===== config.mk =====
export PLATFORM = sky130hd
export DESIGN_NAME = rc5_block_encrypt_flat
export DESIGN_NICKNAME = d
export VERILOG_FILES = /design/src/sv/rc5_pkg.sv /design/src/sv/rc5_if.sv /design/src/sv/rc5_block_encrypt.sv /design/src/sv/rc5_ram.sv /design/src/sv/rc5_round.sv /design/src/flat_wrapper.sv
export SDC_FILE = /design/constraint.sdc
export NUM_CORES = 2
export LEC_CHECK = 0
export BUFFER_PORTS_ARGS = -buffer_cell sky130_fd_sc_hd__buf_4
export CAP_MARGIN = 15
export CORE_ASPECT_RATIO = 1.75
export CORE_MARGIN = 2
export CORE_UTILIZATION = 55
export CTS_BUF_LIST = sky130_fd_sc_hd__clkbuf_8
export CTS_CLUSTER_DIAMETER = 100
export DETAILED_ROUTE_END_ITERATION = 6
export PLACE_DENSITY = 0.71
export SLEW_MARGIN = 30
export SYNTH_ARGS = -nofsm -noshare
export SYNTH_HDL_FRONTEND = slang
export SYNTH_SLANG_ARGS = --single-unit
export TNS_END_PERCENT = 20

===== constraint.sdc =====
create_clock -name clk_i -period 10 [get_ports clk_i]
set_input_delay 0.5 -clock clk_i [delete_from_list [all_inputs] [get_ports clk_i]]
set_output_delay 0.5 -clock clk_i [all_outputs]
set_load 0.01 [all_outputs]

===== src/sv/rc5_pkg.sv =====
`default_nettype none
// ----------------------------------------------------------------------------
// rc5_pkg
// Shared types, constants and helpers for the RC5-32 block encryptor.
// ----------------------------------------------------------------------------
package rc5_pkg;

  localparam int WORD_W     = 32;
  localparam int ROT_W      = 5;
  localparam int KEY_IDX_W  = 5;
  localparam int ROUNDS_DEF = 12;

  localparam logic ACT_LOAD    = 1'b0;
  localparam logic ACT_ENCRYPT = 1'b1;

  typedef logic [WORD_W-1:0] word_t;

  typedef struct packed {
    logic whiten;
  } rnd_ctrl_t;

  function automatic word_t rotl(input word_t x, input logic [ROT_W-1:0] n);
    logic [2*WORD_W-1:0] tmp;
    tmp = {x, x} << n;
    return tmp[2*WORD_W-1:WORD_W];
  endfunction

endpackage
`default_nettype wire


===== src/sv/rc5_if.sv =====
`default_nettype none
// ----------------------------------------------------------------------------
// rc5_if
// Valid/ready channels for the RC5 encryptor: input words and result words.
// ----------------------------------------------------------------------------
interface rc5_in_if import rc5_pkg::*; ();
  logic                 valid;
  logic                 ready;
  logic                 action;
  logic [KEY_IDX_W-1:0] key_index;
  word_t                key_word;
  word_t                first_word;
  word_t                second_word;

  modport source (
    output valid, action, key_index, key_word, first_word, second_word,
    input  ready
  );
  modport sink (
    input  valid, action, key_index, key_word, first_word, second_word,
    output ready
  );
endinterface

interface rc5_out_if import rc5_pkg::*; ();
  logic  valid;
  logic  ready;
  word_t cipher_first;
  word_t cipher_second;

  modport source (
    output valid, cipher_first, cipher_second,
    input  ready
  );
  modport sink (
    input  valid, cipher_first, cipher_second,
    output ready
  );
endinterface
`default_nettype wire


===== src/sv/rc5_block_encrypt.sv =====
`default_nettype none
// ----------------------------------------------------------------------------
// rc5_block_encrypt
// RC5-32 block encryption (ECB) with a loadable expanded-key store.
// ----------------------------------------------------------------------------
// Load words (action 0) write one subkey into a 2*ROUNDS+2 entry RAM and
// produce no result; a slot index past the store is dropped. Every
// subkey an encrypt word uses must be loaded first. Encrypt words (action 1)
// run key whitening plus ROUNDS rounds through a single round unit, one step
// per cycle, the last step holding while an earlier result waits; the two
// subkeys of each step come from the RAM's two registered read ports, fetched
// one step ahead. The next word is taken in the cycle the result is written
// to the output register, and that register frees the input side while a
// result waits downstream.
// ----------------------------------------------------------------------------
module rc5_block_encrypt import rc5_pkg::*; #(
  parameter int ROUNDS = ROUNDS_DEF
) (
  input  wire logic  clk_i,
  input  wire logic  rst_ni,
  rc5_in_if.sink     in_i,
  rc5_out_if.source  out_o
);

  localparam int KEY_SLOTS = 2 * ROUNDS + 2;
  localparam int STEP_W    = $clog2(ROUNDS + 1);
  localparam int AW        = STEP_W + 1;
  localparam logic [STEP_W-1:0] LAST = STEP_W'(ROUNDS);

  typedef enum logic {
    ST_IDLE,
    ST_RUN
  } state_e;

  state_e            state_q;
  logic [STEP_W-1:0] step_q;
  word_t             a_q;
  word_t             b_q;
  logic              out_valid_q;
  word_t             out_first_q;
  word_t             out_second_q;

  logic              last_step;
  logic              out_free;
  logic              finishing;
  logic              in_accept;
  logic              key_we;
  logic [STEP_W-1:0] rd_row;
  word_t             s_even;
  word_t             s_odd;
  word_t             a_nxt;
  word_t             b_nxt;
  rnd_ctrl_t         rnd_ctrl;

  assign last_step = (state_q == ST_RUN) && (step_q == LAST);
  assign out_free  = !out_valid_q || out_o.ready;
  assign finishing = last_step && out_free;
  assign in_i.ready = (state_q == ST_IDLE) || finishing;
  assign in_accept  = in_i.valid && in_i.ready;
  assign key_we     = in_accept && (in_i.action == ACT_LOAD) &&
                      (32'(in_i.key_index) < 32'(KEY_SLOTS));

  // fetch one step ahead; hold the last pair while the result stalls
  always_comb begin
    rd_row = '0;
    if (state_q == ST_RUN && !finishing) begin
      rd_row = last_step ? LAST : step_q + STEP_W'(1);
    end
  end

  assign rnd_ctrl.whiten = (step_q == '0);

  rc5_ram #(
    .WIDTH (WORD_W),
    .DEPTH (KEY_SLOTS)
  ) u_key_ram (
    .clk_i    (clk_i),
    .we_i     (key_we),
    .waddr_i  (AW'(in_i.key_index)),
    .wdata_i  (in_i.key_word),
    .raddr0_i ({rd_row, 1'b0}),
    .raddr1_i ({rd_row, 1'b1}),
    .rdata0_o (s_even),
    .rdata1_o (s_odd)
  );

  rc5_round u_round (
    .ctrl_i   (rnd_ctrl),
    .a_i      (a_q),
    .b_i      (b_q),
    .s_even_i (s_even),
    .s_odd_i  (s_odd),
    .a_o      (a_nxt),
    .b_o      (b_nxt)
  );

  always_ff @(posedge clk_i or negedge rst_ni) begin
    if (!rst_ni) begin
      state_q      <= ST_IDLE;
      step_q       <= '0;
      a_q          <= '0;
      b_q          <= '0;
      out_valid_q  <= 1'b0;
      out_first_q  <= '0;
      out_second_q <= '0;
    end else begin
      if (finishing) begin
        out_first_q  <= a_nxt;
        out_second_q <= b_nxt;
        out_valid_q  <= 1'b1;
      end else if (out_o.ready) begin
        out_valid_q <= 1'b0;
      end
      if (in_accept && in_i.action == ACT_ENCRYPT) begin
        a_q     <= in_i.first_word;
        b_q     <= in_i.second_word;
        step_q  <= '0;
        state_q <= ST_RUN;
      end else begin
        unique case (state_q)
          ST_IDLE: begin
          end
          ST_RUN: begin
            if (!last_step) begin
              a_q    <= a_nxt;
              b_q    <= b_nxt;
              step_q <= step_q + STEP_W'(1);
            end else if (out_free) begin
              state_q <= ST_IDLE;
            end
          end
          default: state_q <= ST_IDLE;
        endcase
      end
    end
  end

  assign out_o.valid         = out_valid_q;
  assign out_o.cipher_first  = out_first_q;
  assign out_o.cipher_second = out_second_q;

  a_busy_blocks_input: assert property (@(posedge clk_i) disable iff (!rst_ni)
    (state_q == ST_RUN && step_q != LAST) |-> !in_i.ready)
    else $error("input taken while a block is in progress");

  a_result_after_last: assert property (@(posedge clk_i) disable iff (!rst_ni)
    $rose(out_o.valid) |-> $past(last_step && out_free))
    else $error("result raised without a final round");

  a_step_bound: assert property (@(posedge clk_i) disable iff (!rst_ni)
    step_q <= LAST)
    else $error("round counter out of range");

  a_stall_holds: assert property (@(posedge clk_i) disable iff (!rst_ni)
    (last_step && !out_free) |=> (state_q == ST_RUN && step_q == LAST))
    else $error("final round lost while output stalled");

endmodule
`default_nettype wire


===== src/sv/rc5_ram.sv =====
`default_nettype none
// ----------------------------------------------------------------------------
// rc5_ram
// Generic RAM: one write port, two read ports with registered read data.
// ----------------------------------------------------------------------------
module rc5_ram #(
  parameter int WIDTH = 32,
  parameter int DEPTH = 26
) (
  input  wire logic                     clk_i,
  input  wire logic                     we_i,
  input  wire logic [$clog2(DEPTH)-1:0] waddr_i,
  input  wire logic [WIDTH-1:0]         wdata_i,
  input  wire logic [$clog2(DEPTH)-1:0] raddr0_i,
  input  wire logic [$clog2(DEPTH)-1:0] raddr1_i,
  output logic      [WIDTH-1:0]         rdata0_o,
  output logic      [WIDTH-1:0]         rdata1_o
);

  logic [WIDTH-1:0] mem_q [DEPTH];

  always_ff @(posedge clk_i) begin
    if (we_i) begin
      mem_q[waddr_i] <= wdata_i;
    end
    rdata0_o <= mem_q[raddr0_i];
    rdata1_o <= mem_q[raddr1_i];
  end

endmodule
`default_nettype wire


===== src/sv/rc5_round.sv =====
`default_nettype none
// ----------------------------------------------------------------------------
// rc5_round
// Shared RC5 round datapath: key whitening or one full round on (A, B).
// ----------------------------------------------------------------------------
module rc5_round import rc5_pkg::*; (
  input  wire rnd_ctrl_t ctrl_i,
  input  wire word_t     a_i,
  input  wire word_t     b_i,
  input  wire word_t     s_even_i,
  input  wire word_t     s_odd_i,
  output word_t          a_o,
  output word_t          b_o
);

  word_t a_rnd;
  word_t b_rnd;

  always_comb begin
    a_rnd = s_even_i + rotl(a_i ^ b_i, b_i[ROT_W-1:0]);
    b_rnd = s_odd_i + rotl(b_i ^ a_rnd, a_rnd[ROT_W-1:0]);
    if (ctrl_i.whiten) begin
      a_o = a_i + s_even_i;
      b_o = b_i + s_odd_i;
    end else begin
      a_o = a_rnd;
      b_o = b_rnd;
    end
  end

endmodule
`default_nettype wire

===== src/flat_wrapper.sv =====
// flat-port wrapper written by rule: the top's interface ports become plain ports
module rc5_block_encrypt_flat import rc5_pkg::*;
#(
  parameter int ROUNDS = ROUNDS_DEF
)
  (clk_i, rst_ni, in_i_valid, in_i_action, in_i_key_index, in_i_key_word, in_i_first_word, in_i_second_word, in_i_ready, out_o_valid, out_o_cipher_first, out_o_cipher_second, out_o_ready);
  rc5_in_if in_i_i ();
  rc5_out_if out_o_i ();
  input  wire logic clk_i;
  input  wire logic rst_ni;
  input wire logic [$bits(in_i_i.valid)-1:0] in_i_valid;
  input wire logic [$bits(in_i_i.action)-1:0] in_i_action;
  input wire logic [$bits(in_i_i.key_index)-1:0] in_i_key_index;
  input wire logic [$bits(in_i_i.key_word)-1:0] in_i_key_word;
  input wire logic [$bits(in_i_i.first_word)-1:0] in_i_first_word;
  input wire logic [$bits(in_i_i.second_word)-1:0] in_i_second_word;
  output wire logic [$bits(in_i_i.ready)-1:0] in_i_ready;
  output wire logic [$bits(out_o_i.valid)-1:0] out_o_valid;
  output wire logic [$bits(out_o_i.cipher_first)-1:0] out_o_cipher_first;
  output wire logic [$bits(out_o_i.cipher_second)-1:0] out_o_cipher_second;
  input wire logic [$bits(out_o_i.ready)-1:0] out_o_ready;
  assign in_i_i.valid = in_i_valid;
  assign in_i_i.action = in_i_action;
  assign in_i_i.key_index = in_i_key_index;
  assign in_i_i.key_word = in_i_key_word;
  assign in_i_i.first_word = in_i_first_word;
  assign in_i_i.second_word = in_i_second_word;
  assign in_i_ready = in_i_i.ready;
  assign out_o_valid = out_o_i.valid;
  assign out_o_cipher_first = out_o_i.cipher_first;
  assign out_o_cipher_second = out_o_i.cipher_second;
  assign out_o_i.ready = out_o_ready;
  rc5_block_encrypt #(.ROUNDS(ROUNDS)) u_core (.clk_i(clk_i), .rst_ni(rst_ni), .in_i(in_i_i), .out_o(out_o_i));
endmodule

Yosys cells after proc, flatten, opt, wreduce, memory -nomap -nowiden
Memories as Yosys holds them, arrays and structs flattened. A register that Yosys moved wholly into a read port is not among the register bits.
Index checks and enable logic that the tools add are counted.
W data, S select, Z words.
{ "classes": {"n_addsub": 5, "order_cmp": 1, "n_eq_ne": 2, "shifts": 2, "muxes": 21, "bitwise_logic": 4, "reduce_logical": 15} }
{ "op_table": {"columns": ["op", "count"], "rows": [
  ["$mux W32", 8],
  ["$add A32 B32 Y32", 4],
  ["$shl A64 B5 Y64", 2],
  ["$xor A32 B32 Y32", 2],
  ["$mux W4", 5],
  ["$mux W1", 8],
  ["$logic_and A1 B1 Y1", 7],
  ["$lt A5 B5 Y1 const B", 1],
  ["$add A4 B1 Y4 const B", 1],
  ["$eq A4 B4 Y1 const B", 1],
  ["$logic_not A4 Y1", 1],
  ["$reduce_bool A2 Y1", 2],
  ["$logic_not A1 Y1", 2],
  ["$logic_or A1 B1 Y1", 2],
  ["$ne A2 B2 Y1 const B", 1],
  ["$not A1 Y1", 2],
  ["$reduce_and A2 Y1", 1]
]} }
{ "word_totals": {"ff_bits": 134, "ramBits": 832, "out_inout_bits": 66, "elab_cells": 58, "mem_count": 1} }
{ "memory_table": {"columns": ["memory", "words", "word_bits", "rd", "rd_clocked_by_memory_dff", "write_ports", "line", "source"], "rows": [
  ["u_core.u_key_ram.mem_q", 26, 32, 2, 2, 1, "rc5_ram.sv:20", "logic [WIDTH-1:0] mem_q [DEPTH];"]
]} }

Longest topological paths before layout
{ "depth": {"ltp_word": 10, "depth_mapped": 42} }

By module
Synthesis repeated with hierarchy kept, for this count alone.
{ "unflattened": {"hier_cells": 4086, "area_unflattened_um2": 55761.0} }
{ "modules_own_cells": {"columns": ["module", "n_inst", "cells_each", "area_per_inst_um2", "seq_area_each_um2"], "rows": [
  ["rc5_ram", 1, 2142, 39590.5, 26265.2],
  ["rc5_round", 1, 1393, 10103.4, 0.0],
  ["rc5_block_encrypt", 1, 551, 6067.1, 3353.2]
]} }

Worst setup path before layout
OpenSTA, ideal clock, no wires.
{ "synth_timing": {"kind": "reg2reg", "from": "reg u_core.b_q[0]", "to": "reg u_core.out_second_q[31] (netlist: u_core.out_o.cipher_second[31])", "setup_ps": 95, "arrival_ps": 8347, "required_ps": 9905, "setup_slack_ps": 1558, "path_stages_with_launch": 39, "path_buffers": 5, "synth_period_minus_slack_ps": 8442, "path_cell_list": "dfrtp_1 -> buf_4 -> inv_2 -> buf_2 -> clkbuf_1 -> nor2_1 -> a21oi_1 -> mux2i_1 -> mux2_2 -> mux4_2 -> ha_1 -> inv_1 -> fa_1 -> nand2b_1 -> a21oi_2 -> o41a_1 -> buf_6 -> a211o_2 -> (+3 left out) -> xnor2_1 -> mux4_2 -> a222oi_1 -> nand2_1 -> o211ai_1 -> ha_1 -> a211oi_1 -> nand4b_1 -> a31oi_1 -> o31ai_1 -> a41oi_1 -> o21ai_0 -> or4_1 -> a31oi_1 -> xor2_1 -> xnor2_1 -> nor2_1 -> o31ai_1"} }
{ "synth_between": {"elab_chain_cells": 7} }
{ "synth_rtl": {"columns": ["item", "line", "source"], "rows": [
  ["start, declared", "rc5_block_encrypt.sv:38", "word_t b_q;"],
  ["start signal, assigned", "rc5_block_encrypt.sv:116", "b_q <= in_i.second_word;"],
  ["start signal, assigned", "rc5_block_encrypt.sv:126", "b_q <= b_nxt;"],
  ["$xor A32 B32 Y32", "rc5_round.sv:20", "a_rnd = s_even_i + rotl(a_i ^ b_i, b_i[ROT_W-1:0]);"],
  ["$shl A64 B5 Y64", "rc5_pkg.sv:24", "tmp = {x, x} << n;"],
  ["$add A32 B32 Y32", "rc5_round.sv:20", null],
  ["$xor A32 B32 Y32", "rc5_round.sv:21", "b_rnd = s_odd_i + rotl(b_i ^ a_rnd, a_rnd[ROT_W-1:0]);"],
  ["$shl A64 B5 Y64", "rc5_pkg.sv:24", null],
  ["$add A32 B32 Y32", "rc5_round.sv:21", null],
  ["$mux W32 *", "rc5_round.sv:22", "if (ctrl_i.whiten) begin"],
  ["end signal, assigned", "rc5_block_encrypt.sv:109", "out_second_q <= b_nxt;"],
  ["end, declared", "rc5_block_encrypt.sv:41", "word_t out_second_q;"]
]} }
Mark *: on every way between the ends. The rest lies on a longest branch, timed or not.
A chain may end at the register's enable or synchronous reset.

Final worst setup path
{ "layout_timing": {"from": "reg u_core.b_q[0]", "to": "reg u_core.b_q[30]"} }
{ "layout_between": {"elab_chain_cells": 10} }
{ "layout_rtl": {"columns": ["item", "line", "source"], "rows": [
  ["$xor A32 B32 Y32", "rc5_round.sv:20", null],
  ["$shl A64 B5 Y64", "rc5_pkg.sv:24", null],
  ["$add A32 B32 Y32", "rc5_round.sv:20", null],
  ["$xor A32 B32 Y32", "rc5_round.sv:21", null],
  ["$shl A64 B5 Y64", "rc5_pkg.sv:24", null],
  ["$add A32 B32 Y32", "rc5_round.sv:21", null],
  ["$mux W32 *", "rc5_round.sv:22", null],
  ["$mux W32 *", "rc5_block_encrypt.sv:124", "if (!last_step) begin"],
  ["$mux W32 *", "rc5_block_encrypt.sv:120", "unique case (state_q)"],
  ["$mux W32 *", "rc5_block_encrypt.sv:114", "if (in_accept && in_i.action == ACT_ENCRYPT) begin"]
]} }
Mark *: on every way between the ends. The rest lies on a longest branch, timed or not. The select of a mux whose other input is x is not followed.

==> impl_metrics.csv <==
group,metric,value,unit
detailed_routing,first_pass_iters,6,
worst_setup_path,end_kind,"flip-flop",
hold_path,min_path_type,"input pin to flip-flop",
hold_path,hold_depth,1,
sta,tightest_slew,1.157,ns
global_route,grt_pass1_vias,37490,
detailed_routing,dr.max_layer_used,"met5",
hold_path,hp-start,"in_i_key_word[18]",
sta,drv_slew,0,
synthesis,syn_avg_cell_area,11.55,um^2
layout,layout-drive-gt1-share,14.09,%
detailed_routing,avgViaCountPerCell,6.664,
sta,fin_crit_sh,98.73,%
detailed_routing,wl_met2,88.02,mm
synthesis,ys_seq_area_share,59.44,%
worst_setup_path,r2r_cells,37,
global_route,antenna_found_initial,19,
clock_tree,cts_sinks,1030,
layout,area_growth,13.21,%
sta,hold_viol,0,
worst_setup_path,worstPathRequired,10.69,ns
worst_setup_path,r2r_start,"u_core.b_q[0]$_DFFE_PN0P_",
synthesis,syn-cell-area,49830,um^2
synthesis,synth_area_leaders,"edfxtp_1 50%, dfrtp_1 6.7%, nand2_1 4.7%",
floorplanning,die_y,402.2,um
floorplanning,initial_core_util,55.33,%
worst_setup_path,critPathArrivalTime,10.56,ns
clock_tree,h-tree-depth,4,
hold_path,hold_end,"u_core.u_key_ram.mem_q[17][18]$_DFFE_PP_",
synthesis,netlist.area_leader.share,50.14,%
synthesis,yosysMostFrequentCell,"edfxtp_1",
synthesis,ys_dominant_reg_cell,"edfxtp_1",
job,maxCapViolations,0,
clock_tree,clk_pin_slew,0.06,ns
clock_tree,tritoncts,"built",
sta,fmaxAchievable,101.3,MHz
worst_setup_path,crit_path_top_delay_cell,"o41a_2",
worst_setup_path,cp_max_fo,25,
clock_tree,root_buffer,"clkbuf_8",
synthesis,synth_top_area_cell,"edfxtp_1",
run_status,status,"finished clean",
sta,finalSetupViolCount,0,
sta,finClkSkew,0.05179,ns
clock_tree,cts_buffers,146,
floorplanning,ios,172,
sta,rsz0062_at_grt,"yes",
synthesis,synth_async_sr_flop_share,13.01,%
synthesis,synth_nets,4523,
detailed_routing,first_iter_violations,4480,
placement,gp_congestion,1.069,
worst_setup_path,reg2reg_setup_slack,0.13,ns
worst_setup_path,r2r-end,"u_core.b_q[30]$_DFFE_PN0P_",
global_route,grt_usage,39.68,%
synthesis,yosys-top-cells-count,"832 x edfxtp_1, 619 x nand2_1, 293 x a21oi_1, 271 x clkbuf_1, 209 x o21ai_0",
layout,final_cells,5827,
sta,setup_tns,0,ns
detailed_routing,totalWireLength,184.6,mm
placement,hpwlAfterDp,120.5,mm
clock_tree,clock_latency,0.87,ns
synthesis,syn-instance-count,4314,
worst_setup_path,slowest_delay,0.59,ns
clock_tree,cts.path.max_buffers,3,
detailed_routing,wl_met1,61.27,mm
worst_setup_path,critPathKind,"flip-flop to flip-flop",
detailed_routing,wl_per_cell,31.68,um
floorplanning,die_w,231.5,um
global_route,grt-ovfl-total,0,
synthesis,yosysWarnings,0,
worst_setup_path,crit_path_start_kind,"flip-flop",
sta,max_slew_margin,22.62,%
synthesis,synth_cell_types,97,
placement,place_inst,5473,
synthesis,synth_edf_count,832,
detailed_routing,ant_nets,0,
global_route,grt_pass1_wl,261.4,mm
floorplanning,dieArea,93120,um^2
synthesis,synth_seq_cells,1030,
detailed_routing,remaining_drc_errors,0,
detailed_routing,dr_total_vias,38830,
global_route,grt_start_max_net_pins,194,
floorplanning,design.core.area,90060,um^2
detailed_routing,wl_met3,16.39,mm
floorplanning,rows,146,
sta,fin_crit,9.873,ns
placement,io_buffers,171,
layout,fin_nets,4725,
-- what timing repair did --
item                                    in CTS  in global routing
hold endpoints to repair                   420                  0
setup buffers                                0                  2
pin swaps                                    0                  2
endpoints found under the setup margin       1                 12
resized for setup                            2                 20
hold buffers                                75                  0
-- through the flow --
stage,util [%],setup slack [ns],hold slack (ns),instance area [um^2]
after detailed placement,58.53,-0.07967,0.4711,52710
final,62.64,0.1272,0.06770,56410
after global routing,62.61,-0.02402,0.02147,56390
after floorplan,-,1.558,0.2044,49830
after CTS,62.42,0.04774,0.0004028,56210
after global placement,58.52,-0.06171,0.4643,52700
-- worst max-delay path: cells and delay by family (launching register included) --
kind            cells  cell delay (ns)
compound gates     14             3.83
mux                 5             1.74
simple gates        7             1.40
fa+ha+maj           4             1.08
buf+inv             5             0.78
xor+xnor            2             0.40
flops               1             0.39
-- cell usage in the layout (no fill, tap or decap), types with 12 or more instances in the layout --
master,count
o211ai_1,144
a311oi_1,68
xnor2_1,91
and2_1,12
dfxtp_1,64
a211oi_1,85
edfxtp_1,832
and3_1,17
o22ai_1,74
clkinv_2,16
nor2b_1,78
ha_1,100
xor2_1,50
or3_1,135
nand4_1,14
o21ai_0,199
a21o_1,44
nor2_1,157
nor3_1,25
dfrtp_1,130
mux2i_1,76
mux4_2,46
clkbuf_8,154
buf_4,290
clkinv_1,35
a21oi_1,290
inv_1,87
a31oi_1,78
a22oi_1,60
mux2_2,19
nand3_1,161
o31ai_1,14
o21a_1,26
dlygate4sd3_1,75
o21ai_1,14
nand2_1,615
nor2_4,30
-- sequential cells by signal (all words and copies together) (netlist names) --
register,count
u_core.u_key_ram.mem_q,832
u_core.a_q,32
u_core.b_q,32
u_core.out_o.cipher_first,32
u_core.out_o.cipher_second,32
u_core.u_key_ram.rdata0_o,32
u_core.u_key_ram.rdata1_o,32
u_core.step_q,4
u_core.out_o.valid,1
u_core.state_q,1
-- cells by family after synthesis --
family	count (synthesis)	share of synthesized area (%)
adders and majority gates	103	2.632
and+or+nand+nor	1294	11.84
buffers and inverters	366	2.848
DFF	1030	59.44
muxes	142	4.055
xor gates and xnor gates	160	3.076
AOI/OAI and AO/OA	1219	16.11
-- layer usage --
layer	GRT usage, %	up-vias
met1	43.59	19170
met3	10.41	669
met5	0	-
met2	63.85	2224
met4	33.73	16
li1	-	16750
-- final cells by class --
type / count / area [um^2]
inverter: 45 / 172.7
antenna: 10 / 25.02
sequential: 1030 / 29630
fill: 7110 / 33650
clock buffer: 154 / 2120
timing repair buffer: 375 / 3127
clock inverter: 111 / 634.4
multi-input combinational: 2918 / 19220
tap: 1184 / 1481
-- worst max path at each step --
stage | from | end | slack, ns | cells after the start
detailed placement | u_core.b_q[16]$_DFFE_PN0P_ | u_core.b_q[30]$_DFFE_PN0P_ | -0.08 | 32
global placement | u_core.b_q[16]$_DFFE_PN0P_ | u_core.b_q[30]$_DFFE_PN0P_ | -0.06 | 32
CTS | u_core.b_q[16]$_DFFE_PN0P_ | u_core.b_q[30]$_DFFE_PN0P_ | 0.05 | 32
floorplan | u_core.b_q[0]$_DFFE_PN0P_ | u_core.out_o.cipher_second[31]$_DFFE_PN0P_ | 1.56 | 38
global route | u_core.b_q[14]$_DFFE_PN0P_ | u_core.out_o.cipher_second[31]$_DFFE_PN0P_ | -0.02 | 30
finish | u_core.b_q[0]$_DFFE_PN0P_ | u_core.b_q[30]$_DFFE_PN0P_ | 0.13 | 37
Power is not shown: default switching activity piles up to over one toggle a cycle in this logic, so the estimate is an artifact.
